File: src/design/assert_macros.svh
// Concurrent assertion helpers, clocked on clock, disabled in reset.
`ifndef ASSERT_MACROS_SVH
`define ASSERT_MACROS_SVH

// Same-cycle implication.
`define ASSERT_IMPL(label, ante, cons) \
   label: assert property (@(posedge clock) disable iff (reset) (ante) |-> (cons)) \
      else $error("assertion failed");

// Next-cycle implication.
`define ASSERT_NEXT(label, ante, cons) \
   label: assert property (@(posedge clock) disable iff (reset) (ante) |=> (cons)) \
      else $error("assertion failed");

`endif

File: src/design/lppc_pkg.sv
package lppc_pkg;

   localparam int WINDOW     = 16;
   localparam int IDX_W      = $clog2(WINDOW);
   localparam int TICK_W     = 12;
   localparam int ITV_MAX    = 4095;
   localparam int SUM_W      = $clog2(WINDOW * ITV_MAX + 1);
   localparam int SAMPLE_W   = 10;
   localparam int LIMIT_W    = 16;
   localparam int CSR_IDX_W  = 3;
   localparam int CSR_DATA_W = 16;

   localparam logic [TICK_W-1:0] TICK_MAX = 12'd4094;

   localparam logic [SAMPLE_W-1:0] BASELINE_RST = 10'd30;
   localparam logic [SAMPLE_W-1:0] RISE_RST     = 10'd25;
   localparam logic [SAMPLE_W-1:0] FALL_RST     = 10'd15;
   localparam logic [LIMIT_W-1:0]  LOW_RST      = 16'd139;
   localparam logic [LIMIT_W-1:0]  HIGH_RST     = 16'd613;
   localparam logic [TICK_W-1:0]   TIMEOUT_RST  = 12'd24;

   typedef enum logic [CSR_IDX_W-1:0] {
      REG_BASELINE  = 3'd0,
      REG_RISE      = 3'd1,
      REG_FALL      = 3'd2,
      REG_LOW_LIM   = 3'd3,
      REG_HIGH_LIM  = 3'd4,
      REG_TIMEOUT   = 3'd5
   } csr_reg_type;

   typedef enum logic [1:0] {
      CLASS_NONE = 2'd0,
      CLASS_LOW  = 2'd1,
      CLASS_MID  = 2'd2,
      CLASS_HIGH = 2'd3
   } damage_class_type;

endpackage

File: src/design/light_pulse_period_classifier.sv
// Channel  | Direction | Handshake          | Payload
// req_     | in        | req_valid/req_stall | req_sample
// rsp_     | out       | rsp_valid/rsp_stall | rsp_damage_class, rsp_beam_present,
//          |           |                     | rsp_light_level, rsp_window_sum
// csr_     | in        | csr_valid/csr_ready | csr_index, csr_data
//
// One sample per cycle while rsp_stall is low; rsp_valid rises after req accept
// (input register, then result register with the tracking state update between them).
// Reset (synchronous) restores the register defaults and clears the interval window.
// rsp_stall holds the result register; the input register refills while the result
// waits only once, after that req_stall rises. csr_ready is always high.
`include "assert_macros.svh"

module light_pulse_period_classifier (
   input  logic                                  clock,
   input  logic                                  reset,
   input  logic                                  req_valid,
   output logic                                  req_stall,
   input  logic [lppc_pkg::SAMPLE_W-1:0]         req_sample,
   output logic                                  rsp_valid,
   input  logic                                  rsp_stall,
   output logic [1:0]                            rsp_damage_class,
   output logic                                  rsp_beam_present,
   output logic                                  rsp_light_level,
   output logic [15:0]                           rsp_window_sum,
   input  logic                                  csr_valid,
   output logic                                  csr_ready,
   input  logic [lppc_pkg::CSR_IDX_W-1:0]        csr_index,
   input  logic [lppc_pkg::CSR_DATA_W-1:0]       csr_data
);

   // configuration
   logic [lppc_pkg::SAMPLE_W-1:0] baseline_ff, rise_ff, fall_ff;
   logic [lppc_pkg::LIMIT_W-1:0]  low_lim_ff, high_lim_ff;
   logic [lppc_pkg::TICK_W-1:0]   timeout_ff;

   // input and result stages
   logic                          in_valid_ff;
   logic [lppc_pkg::SAMPLE_W-1:0] in_sample_ff;
   logic                          out_valid_ff;
   lppc_pkg::damage_class_type    out_class_ff, out_class_in;
   logic                          out_beam_ff;
   logic                          out_level_ff;
   logic [15:0]                   out_wsum_ff, out_wsum_in;

   // tracking state
   logic                          level_prev_ff;
   logic                          beam_on_ff, beam_on_in;
   logic [lppc_pkg::TICK_W-1:0]   ticks_ff, ticks_in;
   logic [lppc_pkg::IDX_W-1:0]    change_idx_ff, change_idx_in;
   logic [lppc_pkg::TICK_W-1:0]   store_ff [lppc_pkg::WINDOW];
   logic [lppc_pkg::SUM_W-1:0]    sum_ff, sum_in;

   logic                          out_move;
   logic                          in_take;
   logic                          level;
   logic                          change;
   logic                          complete;
   logic [lppc_pkg::SAMPLE_W:0]   thr;
   logic [lppc_pkg::TICK_W-1:0]   ticks_inc;
   logic [lppc_pkg::TICK_W-1:0]   interval;
   logic [lppc_pkg::TICK_W-1:0]   ticks_mid;

   assign out_move  = in_valid_ff && (!out_valid_ff || !rsp_stall);
   assign req_stall = in_valid_ff && !out_move;
   assign in_take   = req_valid && !req_stall;
   assign csr_ready = 1'b1;

   always_ff @(posedge clock) begin
      if (reset) begin
         baseline_ff <= lppc_pkg::BASELINE_RST;
         rise_ff     <= lppc_pkg::RISE_RST;
         fall_ff     <= lppc_pkg::FALL_RST;
         low_lim_ff  <= lppc_pkg::LOW_RST;
         high_lim_ff <= lppc_pkg::HIGH_RST;
         timeout_ff  <= lppc_pkg::TIMEOUT_RST;
      end else if (csr_valid) begin
         unique case (csr_index)
            lppc_pkg::REG_BASELINE: baseline_ff <= csr_data[lppc_pkg::SAMPLE_W-1:0];
            lppc_pkg::REG_RISE:     rise_ff     <= csr_data[lppc_pkg::SAMPLE_W-1:0];
            lppc_pkg::REG_FALL:     fall_ff     <= csr_data[lppc_pkg::SAMPLE_W-1:0];
            lppc_pkg::REG_LOW_LIM:  low_lim_ff  <= csr_data[lppc_pkg::LIMIT_W-1:0];
            lppc_pkg::REG_HIGH_LIM: high_lim_ff <= csr_data[lppc_pkg::LIMIT_W-1:0];
            lppc_pkg::REG_TIMEOUT:  timeout_ff  <= csr_data[lppc_pkg::TICK_W-1:0];
            default: ;
         endcase
      end
   end

   always_comb begin
      thr = {1'b0, baseline_ff} + {1'b0, (level_prev_ff ? fall_ff : rise_ff)};
      level = {1'b0, in_sample_ff} > thr;

      ticks_inc = ticks_ff;
      if (beam_on_ff && ticks_ff < lppc_pkg::TICK_MAX) begin
         ticks_inc = ticks_ff + 1'b1;
      end
      interval = ticks_inc + 1'b1;
      change   = beam_on_ff && (level != level_prev_ff);

      ticks_mid     = ticks_inc;
      change_idx_in = change_idx_ff;
      sum_in        = sum_ff;
      complete      = 1'b0;
      if (change) begin
         sum_in    = sum_ff - lppc_pkg::SUM_W'(store_ff[change_idx_ff])
                     + lppc_pkg::SUM_W'(interval);
         ticks_mid = '0;
         if (change_idx_ff == lppc_pkg::IDX_W'(lppc_pkg::WINDOW - 1)) begin
            change_idx_in = '0;
            complete      = 1'b1;
         end else begin
            change_idx_in = change_idx_ff + 1'b1;
         end
      end

      out_class_in = lppc_pkg::CLASS_NONE;
      out_wsum_in  = '0;
      if (complete) begin
         out_wsum_in = (32'(sum_in) > 32'hFFFF) ? 16'hFFFF : 16'(sum_in);
         if (out_wsum_in < low_lim_ff) begin
            out_class_in = lppc_pkg::CLASS_LOW;
         end else if (out_wsum_in > high_lim_ff) begin
            out_class_in = lppc_pkg::CLASS_HIGH;
         end else begin
            out_class_in = lppc_pkg::CLASS_MID;
         end
      end

      beam_on_in = beam_on_ff;
      ticks_in   = ticks_mid;
      if (ticks_mid > timeout_ff && !level) begin
         beam_on_in    = 1'b0;
         change_idx_in = '0;
         ticks_in      = '0;
      end
      if (!beam_on_in && level) begin
         beam_on_in = 1'b1;
         ticks_in   = '0;
      end
   end

   always_ff @(posedge clock) begin
      if (reset) begin
         in_valid_ff   <= 1'b0;
         out_valid_ff  <= 1'b0;
         level_prev_ff <= 1'b0;
         beam_on_ff    <= 1'b0;
         ticks_ff      <= '0;
         change_idx_ff <= '0;
         sum_ff        <= '0;
         for (int i = 0; i < lppc_pkg::WINDOW; i++) begin
            store_ff[i] <= '0;
         end
      end else begin
         if (in_take) begin
            in_valid_ff <= 1'b1;
         end else if (out_move) begin
            in_valid_ff <= 1'b0;
         end
         if (out_move) begin
            out_valid_ff  <= 1'b1;
            level_prev_ff <= level;
            beam_on_ff    <= beam_on_in;
            ticks_ff      <= ticks_in;
            change_idx_ff <= change_idx_in;
            sum_ff        <= sum_in;
            if (change) begin
               store_ff[change_idx_ff] <= interval;
            end
         end else if (!rsp_stall) begin
            out_valid_ff <= 1'b0;
         end
      end
   end

   always_ff @(posedge clock) begin
      if (in_take) begin
         in_sample_ff <= req_sample;
      end
      if (out_move) begin
         out_class_ff <= out_class_in;
         out_beam_ff  <= beam_on_in;
         out_level_ff <= level;
         out_wsum_ff  <= out_wsum_in;
      end
   end

   assign rsp_valid        = out_valid_ff;
   assign rsp_damage_class = out_class_ff;
   assign rsp_beam_present = out_beam_ff;
   assign rsp_light_level  = out_level_ff;
   assign rsp_window_sum   = out_wsum_ff;

   `ASSERT_IMPL(a_sum_only_on_class, out_valid_ff && out_class_ff == lppc_pkg::CLASS_NONE,
      out_wsum_ff == 16'd0)
   `ASSERT_IMPL(a_class_needs_beam, out_valid_ff && out_class_ff != lppc_pkg::CLASS_NONE,
      out_beam_ff)
   `ASSERT_IMPL(a_idle_tracker_clear, !beam_on_ff, change_idx_ff == '0 && ticks_ff == '0)
   `ASSERT_NEXT(a_state_holds_on_stall, !out_move, $stable(ticks_ff) && $stable(sum_ff))

endmodule
File: config.mk
export PLATFORM = sky130hd
export DESIGN_NAME = light_pulse_period_classifier
export DESIGN_NICKNAME = d
export VERILOG_FILES = /design/src/design/lppc_pkg.sv /design/src/design/light_pulse_period_classifier.sv
export VERILOG_INCLUDE_DIRS = /design/src /design/src/design
export SDC_FILE = /design/constraint.sdc
export NUM_CORES = 1
export LEC_CHECK = 0
export BUFFER_PORTS_ARGS = -buffer_cell sky130_fd_sc_hd__buf_2
export CAP_MARGIN = 20
export CORE_MARGIN = 5
export CORE_UTILIZATION = 25
export CTS_CLUSTER_SIZE = 24
export DETAILED_ROUTE_END_ITERATION = 8
export GPL_ROUTABILITY_DRIVEN = 0
export PLACE_DENSITY_LB_ADDON = 0.12
export SYNTH_ARGS = -nofsm -noshare
export SYNTH_HDL_FRONTEND = slang
export SYNTH_SLANG_ARGS = --single-unit
File: constraint.sdc
create_clock -name clock -period 7.4 [get_ports clock]
set_input_delay 0.37 -clock clock [delete_from_list [all_inputs] [get_ports clock]]
set_output_delay 0.37 -clock clock [all_outputs]
set_load 0.03 [all_outputs]
==> results of run 1 <==
==> report_power, final <==
part	switching, mW	leakage (nW)	internal (mW)
combinational	0.455	3.60	0.302
sequential	0.0422	3.16	2.07
clock	0.858	0.651	1.14
==> metrics by stage <==
stage | setup slack (ps) | instances
global placement | 438 | 2584
detailed placement | 312 | 2584
CTS | 264 | 2673
finish | 509 | 2673
floorplan | 741 | 1637
global route | 24.5 | 2673
==> synth_stat cells (all sizes together), types with 23 or more instances <==
library cell / n / area [sq um]
a21oi: 106 / 531
buf: 26 / 138
clkbuf: 72 / 272
dfxtp: 114 / 2280
edfxtp: 222 / 6670
ha: 85 / 1060
inv: 96 / 360
mux4: 60 / 1350
nand2: 181 / 679
nand2b: 32 / 200
nand3: 28 / 145
nor2: 267 / 1020
o21ai: 36 / 180
xnor2: 23 / 224
==> worst min-delay path, cell delays in order <==
cell	delay, ps
buf_2	120
nand2_1	50
a21oi_1	50
==> routing by layer <==
layer	vias up	track usage	share of wire	wire (um)
li1	5964	-	-	-
met1	6033	0.205	0.48	25800
met2	255	0.226	0.45	24400
met3	71	0.0235	0.048	2600
met4	0	0.0391	0.024	1300
met5	-	0	0	0
==> final cells by class <==
class	count	area share
clock buffer	57	0.0566
clock inverter	20	0.00836
inverter	97	0.0178
multi-input combinational	1106	0.384
sequential	336	0.437
tap	940	0.0573
timing repair buffer	117	0.0395
==> state kept, by name (all words and copies together) (netlist names), 2 cells and up, named ones only <==
signal / flops
in_sample_ff: 10
sum_ff: 16
change_idx_ff: 4
ticks_ff: 12
rsp_window_sum: 16
baseline_ff: 10
timeout_ff: 12
fall_ff: 10
high_lim_ff: 16
rise_ff: 10
low_lim_ff: 16
store_ff: 192
rsp_damage_class: 2
==> worst paths after layout <==
path / from / end / slack (ps) / depth (start not counted)
max: level_prev_ff / rsp_damage_class[1] / 510 / 24
min: csr_data[15] / low_lim_ff[15] / 50 / 3
max reg2reg: level_prev_ff / rsp_damage_class[1] / 510 / 24
min reg2reg: rise_ff[6] / rise_ff[6] / 450 / 2
==> cells by family (layout without fill, tap and decap cells) <==
kind of cell / count (synthesis) / in the layout
mux: 87 / 87
xor+xnor: 35 / 35
buf+inv: 195 / 291
other cells: 1 / 1
flops: 336 / 336
simple gates: 643 / 643
fa+ha+maj: 98 / 98
compound gates: 242 / 242
==> what timing repair did <==
action,4_1_cts,5_1_grt
setup buffers,0,0
endpoints found under the setup margin,0,7
endpoints found under the hold margin,12,0
hold buffers,12,0
resized for setup,0,4
==> results.md, run 1 <==
Status:
- The run finished with clean final reports.

Setup path:
- The critical path class is reg -> reg.
- The cell at the slowest stage of the critical path is mux2_2.
- The data required time of the worst path is 7730 ps.
- The cell type group with the largest total delay on the critical path is compound AO/OA/AOI/OAI gates.
- Together, buffers and inverters on the worst path number 0.
- The worst setup path is captured at a register.
- The type of element launching the critical path is a register.
- The signal on the critical path passes through mux2_2 > ha_1 > a21o_1 > a21oi_1 > o21bai_1 > a21oi_1 > o21ai_0 > and4b_1 > a311oi_1 > ha_1 > nand3_1 > nor3_1 > a2111oi_4 > nand4_1 > nand2_2 > mux2_2 > ha_1 > a21o_1 > a21o_1 > a21oi_1 > a2111oi_1 > a221oi_1 > o21a_1 > nor2_1.
- Along the worst path, the maximum fanout reaches 13.
- STA puts the critical path data arrival time at 7220 ps.
- The worst stage delay on the critical path is 430 ps.

Synthesis:
- The portion of the post-synthesis area used by sequential elements is 0.510.
- The compound-cell area share of the yosys netlist was 0.0880.
- For this run, asynchronously set or reset flops after synthesis account for 0.
- The number of distinct library cells after synthesis is 75.
- Measured against the total synthesized area, the mux share comes to 0.0937.
- The average size of a mapped cell is 10.7 sq um.
- Of the total synthesized cell area, the portion taken by full adders, half adders and majority gates is 0.0755.
- In this run, synthesis inferred 222 flip-flops with an integrated enable.
- By area, the combinational part of the netlist is dominated by simple AND/OR/NAND/NOR gates.
- The most used flip-flop cell after synthesis is edfxtp_1.
- The number of nets in the synthesized netlist is 1769.
- The simple-gate share of the synthesized area is 0.169.
- Summing every instance area after synthesis gives 17500 sq um.
- The post-synthesis cell count is 1637.
- Of the total synthesized cell area, the portion taken by XOR and XNOR cells is 0.0192.
- The number of warnings issued by yosys is 0.
- Counting flops and latches in the post-synthesis netlist gives 336.

Floorplanning:
- The number of cell rows is 97.
- The starting density of the core is 0.251.
- The vertical die dimension is 275 um.
- The I/O pin total is 57.
- The core region is 69800 sq um.
- Measured along the x axis, the die boundary spans 275 um.
- The full die area is 75600 sq um.

Timing:
- The largest clock skew in the final design is 68.8 ps.
- The shortest clock period the worst path allows after layout is 6890 ps.
- The count of final max-slew check failures is 0.
- Based on the critical path, the design can be clocked at up to 145 MHz.
- The relative slew slack is 0.368.
- For the final routed database, the setup TNS stands at 0 ps.
- Setup violations remaining at the end of the flow were counted as 0.
- The final hold violation count is 0.
- Dividing the final minimum period by the clock period gives 0.931.
- Setup repair after global routing left no endpoint under its margin.
- At the pin with the least slew margin, the transition time is 948 ps.
- Final hold analysis gives a worst-case slack of 47.6 ps.

Layout:
- After routing the design area is 20500 sq um.
- The final net count is 1832.
- The filler cells instantiated in the layout total 7224.
- The sequential cells in the finished layout cover a total of 8950 sq um.
- The fraction of final layout cells sized beyond drive strength 1 is 0.158.
- Leaving out fill and tap cells, the most frequent cells in the layout are 258 x nor2_1, 222 x edfxtp_1, 180 x nand2_1.
- Compared with the post-synthesis result, the final layout area differs by 16.9%.
- At the end of the flow the core is filled with cells to 0.294.
- The library cell used most frequently in the layout, excluding fill and tap cells, is nor2_1.
- The footprint of the multi-input gates is 7870 sq um.
- The antenna cell count is 0.

Detailed routing:
- After detailed routing, the number of vias per cell comes to 4.61.
- For this run, design rule violations remaining after detail routing come to 0.
- Dividing the detail-routed wire length by the instance count gives 20.3 um.
- The number of nets with antenna violations after detailed routing is 0.
- The length of the first detailed-routing pass in iterations is 5.
- The violation count after the first detailed-routing iteration is 722.
- For this block, the routed nets add up to 54100 um of wire.
- Across all layers, the routed design uses 12300 vias.

CTS:
- The library cell used as clock root buffer is clkbuf_16.
- TritonCTS built the clock tree.
- After clock tree synthesis, the clock-pin slew on the worst setup and hold paths is 60 ps.
- The maximum clock insertion buffer count is 3.
- The maximum level of the CTS H-tree is 2.
- The clock sink total is 336.
- The later pin in the worst-skew pair is clocked with a latency of 590 ps.
- In this run, CTS created clock tree buffers numbering 42.

Power:
- The design draws 4.87 mW.
- For this design the ratio of total power to cell area is 237 nW/um^2.
- The analysis attributes to cell leakage a power of 7.41 nW.
- IR analysis of the VDD net gives a maximum drop of 0.125 mV.

Global route:
- The via count of the first global-routing pass is 12500.
- The initial antenna violation count was 2.
- Global routing finished with a remaining overflow of 0.
- The largest net degree at the start of global routing is 89.
- Across every metal layer, demand over resource in global routing totals 0.143.
- The wire length of the first global-routing pass is 81500 um.

Placed design:
- Once placement finished, the instance area stood at 19000 sq um.
- The number of buffers added on ports is 55.
- Detailed placement ended at an HPWL of 37200 um.

Hold path:
- The class of the tightest hold or removal check is in -> reg.

Flow run:
- Across the run, the number of max-cap violations was 0.
Power figures use the tool's default switching activity.
==> run 2: changes to the inputs <==
Clock period 7.4 ns to 7.84 ns, I/O delays scaled along.
==> run 2 against run 1 <==
Register-to-register slack improved by 140 ps. Final area decreased by 0.15%. Maximum frequency decreased by 4.2%. First-iteration DRC count increased by 13%. Largest cell class unchanged. Clock power decreased by 2%. Critical endpoint is now rsp_damage_class[0]. Critical path type unchanged. Worst hold slack improved by 17 ps. Via count about the same.
==> results.md, run 2 (same netlist as run 1, synthesis figures left out) <==
Hold path:
- The min-delay analysis places its worst path in the category in -> reg.
- The hold path endpoint is low_lim_ff[14].
- The worst hold path passes through 3 cells.
- The worst min-delay path startpoint is csr_data[14].

Detailed routing:
- The routed wire length on met3 is 2330 um.
- In the routed layout, each cell is associated on average with a via count of 4.62.
- The detailed route wirelength on metal2 is 24400 um.
- The average wire length per cell after detail routing is 20.3 um.
- The length of the first detailed-routing pass in iterations is 5.
- Detailed routing inserted a total of 12300 vias.
- The count of nets left with antenna violations once routing finished came out at 0.
- The detailed router put a total of 26100 um of wire on met1.
- The detailed router finished its first iteration with 818 violations.
- The number of remaining DRC errors is 0.
- For this block, the routed nets add up to 54100 um of wire.
- The highest metal layer with signal wires is met5.

Setup path:
- The capture instance of the worst register-to-register path is rsp_damage_class[0].
- Setup slack on the worst reg-to-reg path comes out at 650 ps.
- The startpoint identified for the worst register-to-register timing path is level_prev_ff.
- The critical path data arrival time is 7580 ps.
- The data required time of the worst path is 8230 ps.
- Of all nets on the critical path, the largest fanout is 31.
- The element type at the critical path end is a register.
- STA classifies the critical path startpoint as a register.
- The worst register-to-register path has a depth of 26.
- The largest single stage delay on the critical path is 790 ps.
- The worst setup path is of the reg -> reg kind.
- The critical path launch point is level_prev_ff.
- For this design, the slowest cell found on the critical path is o31ai_1.

Floorplanning:
- Row generation in the floorplan step produced 97 rows.
- The core region is 69800 sq um.
- The vertical die dimension is 275 um.
- The starting density of the core is 0.251.
- The width of the die is 275 um.
- The die covers 75600 sq um.
- The I/O pin total is 57.

Power:
- Of the total power, the clock network draws 0.421.
- The reported net switching power is 1.28 mW.
- The leakage power summed over all cells is 7.40 nW.
- The internal power summed over all cells is 3.37 mW.
- Of the total power, combinational logic draws 0.149.
- The ratio of total power to cell area is 227 nW/um^2.
- The sequential fraction of design power is 0.429.
- The completed layout was analyzed and its total power is 4.65 mW.
- The worst supply voltage drop on vdd is 0.161 mV.
- The fraction of power spent switching nets is 0.275.

Timing:
- The clock period could shrink to 7190 ps.
- Derived from the worst setup path, the maximum achievable clock frequency is 139 MHz.
- Setup repair after global routing left no endpoint under its margin.
- The final hold violation count was 0.
- At the pin with the least slew margin, the transition time is 1040 ps.
- The largest clock skew in the final design is 45.1 ps.
- Hold timing on the final database bottoms out at a slack of 65.0 ps.
- Setup slack closes at 648 ps.
- Of the available clock period, the critical path in the final layout requires 0.917.
- Setup total negative slack on the finished layout was measured at 0 ps.
- The worst pin sits at a relative slew slack of 0.308.
- The count of final max-slew check failures is 0.
- Setup violations remaining at the end of the flow were counted as 0.

Flow run:
- Across the run, the number of max-cap violations was 0.

Layout:
- The most common cell after layout, fill and taps aside is nor2_1.
- For this run, the share of the core covered by cells in the final layout is 0.293.
- The fraction of final layout cells sized beyond drive strength 1 is 0.154.
- From synthesis to final layout, the design area changed by 16.7%.
- Leaving out fill and tap cells, the most frequent cells in the layout are 258 x nor2_1, 222 x edfxtp_1, 181 x nand2_1.
- For this run, the post-layout net count is 1826.
- The register name with the most flops is store_ff.
- The number of flip-flops in the largest register is 192.
- The repair_antennas step left the layout with diodes totalling 0.
- Once layout is complete, the cells apart from fillers number 2666.
- The post-route cell area is 20500 sq um.

Global route:
- The first global-routing pass estimated 82200 um of wire.
- The via count of the first global-routing pass came to 12700.
- The initial antenna violation count came to 3.
- The largest net degree at the start of global routing is 86.
- In the global route stage, overall resource usage came out at 0.144.
- The overall overflow remaining after global route is 0.

Placed design:
- The post-detailed-placement cell area is 19000 sq um.
- The number of instances in the placed design is 2578.
- The placed wire-length estimate is 37000 um.
- Prior to clock tree synthesis, the placed netlist has a worst setup slack of 747 ps.
- The number of buffers added on ports is 55.

CTS:
- Clock-pin slew was measured on the worst setup and hold paths at 60 ps.
- The number of post-CTS setup repair buffers is 0.
- The maximum clock insertion buffer count is 3.
- The insertion delay of the later-clocked pin in the worst-skew pair is 590 ps.
- The clock tree synthesis step divided the H-tree into 2 levels.
- The total clock buffers created by CTS is 43.
- The clock tree from TritonCTS is built.
- The library cell used as clock root buffer is clkbuf_16.
- Counting every sink on the clock net gives 336.
- The quantity of gates resized following cts is 0.

Status:
- The flow ran to the end, and the final reports show no timing, DRC or antenna violations.
==> run 2: cell count changes in the layout (fill, tap and decap cells not counted), moves of 2 or more <==
cell | previous run | this run
buf_4 | 48 | 43
clkinv_2 | 9 | 6
clkbuf_8 | 1 | 4
clkinv_1 | 7 | 9
clkbuf_1 | 12 | 10
==> run 2: cell type report <==
type | instances | area (sq um)
tap | 940 | 1180
clock buffer | 58 | 1190
inverter | 97 | 364
multi-input combinational | 1106 | 7860
fill | 7281 | 49300
clock inverter | 19 | 190
timing repair buffer | 110 | 743
sequential | 336 | 8950
==> run 2: worst max-delay path by stage <==
| stage | to | cells after the start | slack [ps] |
|---|---|---|---|
| after floorplan | rsp_damage_class[1] | 31 | 1180 |
| after global placement | rsp_damage_class[1] | 25 | 900 |
| after detailed placement | rsp_damage_class[0] | 22 | 750 |
| after CTS | rsp_damage_class[0] | 26 | 680 |
| after global routing | rsp_damage_class[0] | 22 | 180 |
| final | rsp_damage_class[0] | 26 | 650 |
==> run 2: critical path: cells and delay by family (launching register included) <==
family	cells	cell delay (ps)
simple gates	5	830
flops	1	410
fa+ha+maj	3	930
mux	2	850
buf+inv	2	490
compound gates	14	3470
==> run 2: power by group through the flow <==
stage / Combinational [mW] / Sequential [mW] / Clock (mW)
after floorplan: 0.478 / 2.01 / 0
after global placement: 0.699 / 2.03 / 0
after detailed placement: 0.697 / 2.03 / 0
after CTS: 0.704 / 2.00 / 2.03
after global routing: 0.770 / 2.00 / 2.10
final: 0.694 / 1.99 / 1.96
==> run 2: routing by layer <==
metal | vias up | track usage
li1 | 5922 | -
met1 | 6072 | 0.208
met2 | 257 | 0.228
met3 | 71 | 0.0194
met4 | 2 | 0.0363
met5 | - | 0
==> run 2: repair_timing <==
action                                  in CTS  in global routing
endpoints found under the hold margin       11                  0
hold buffers                                11                  0
endpoints found under the setup margin       0                  0
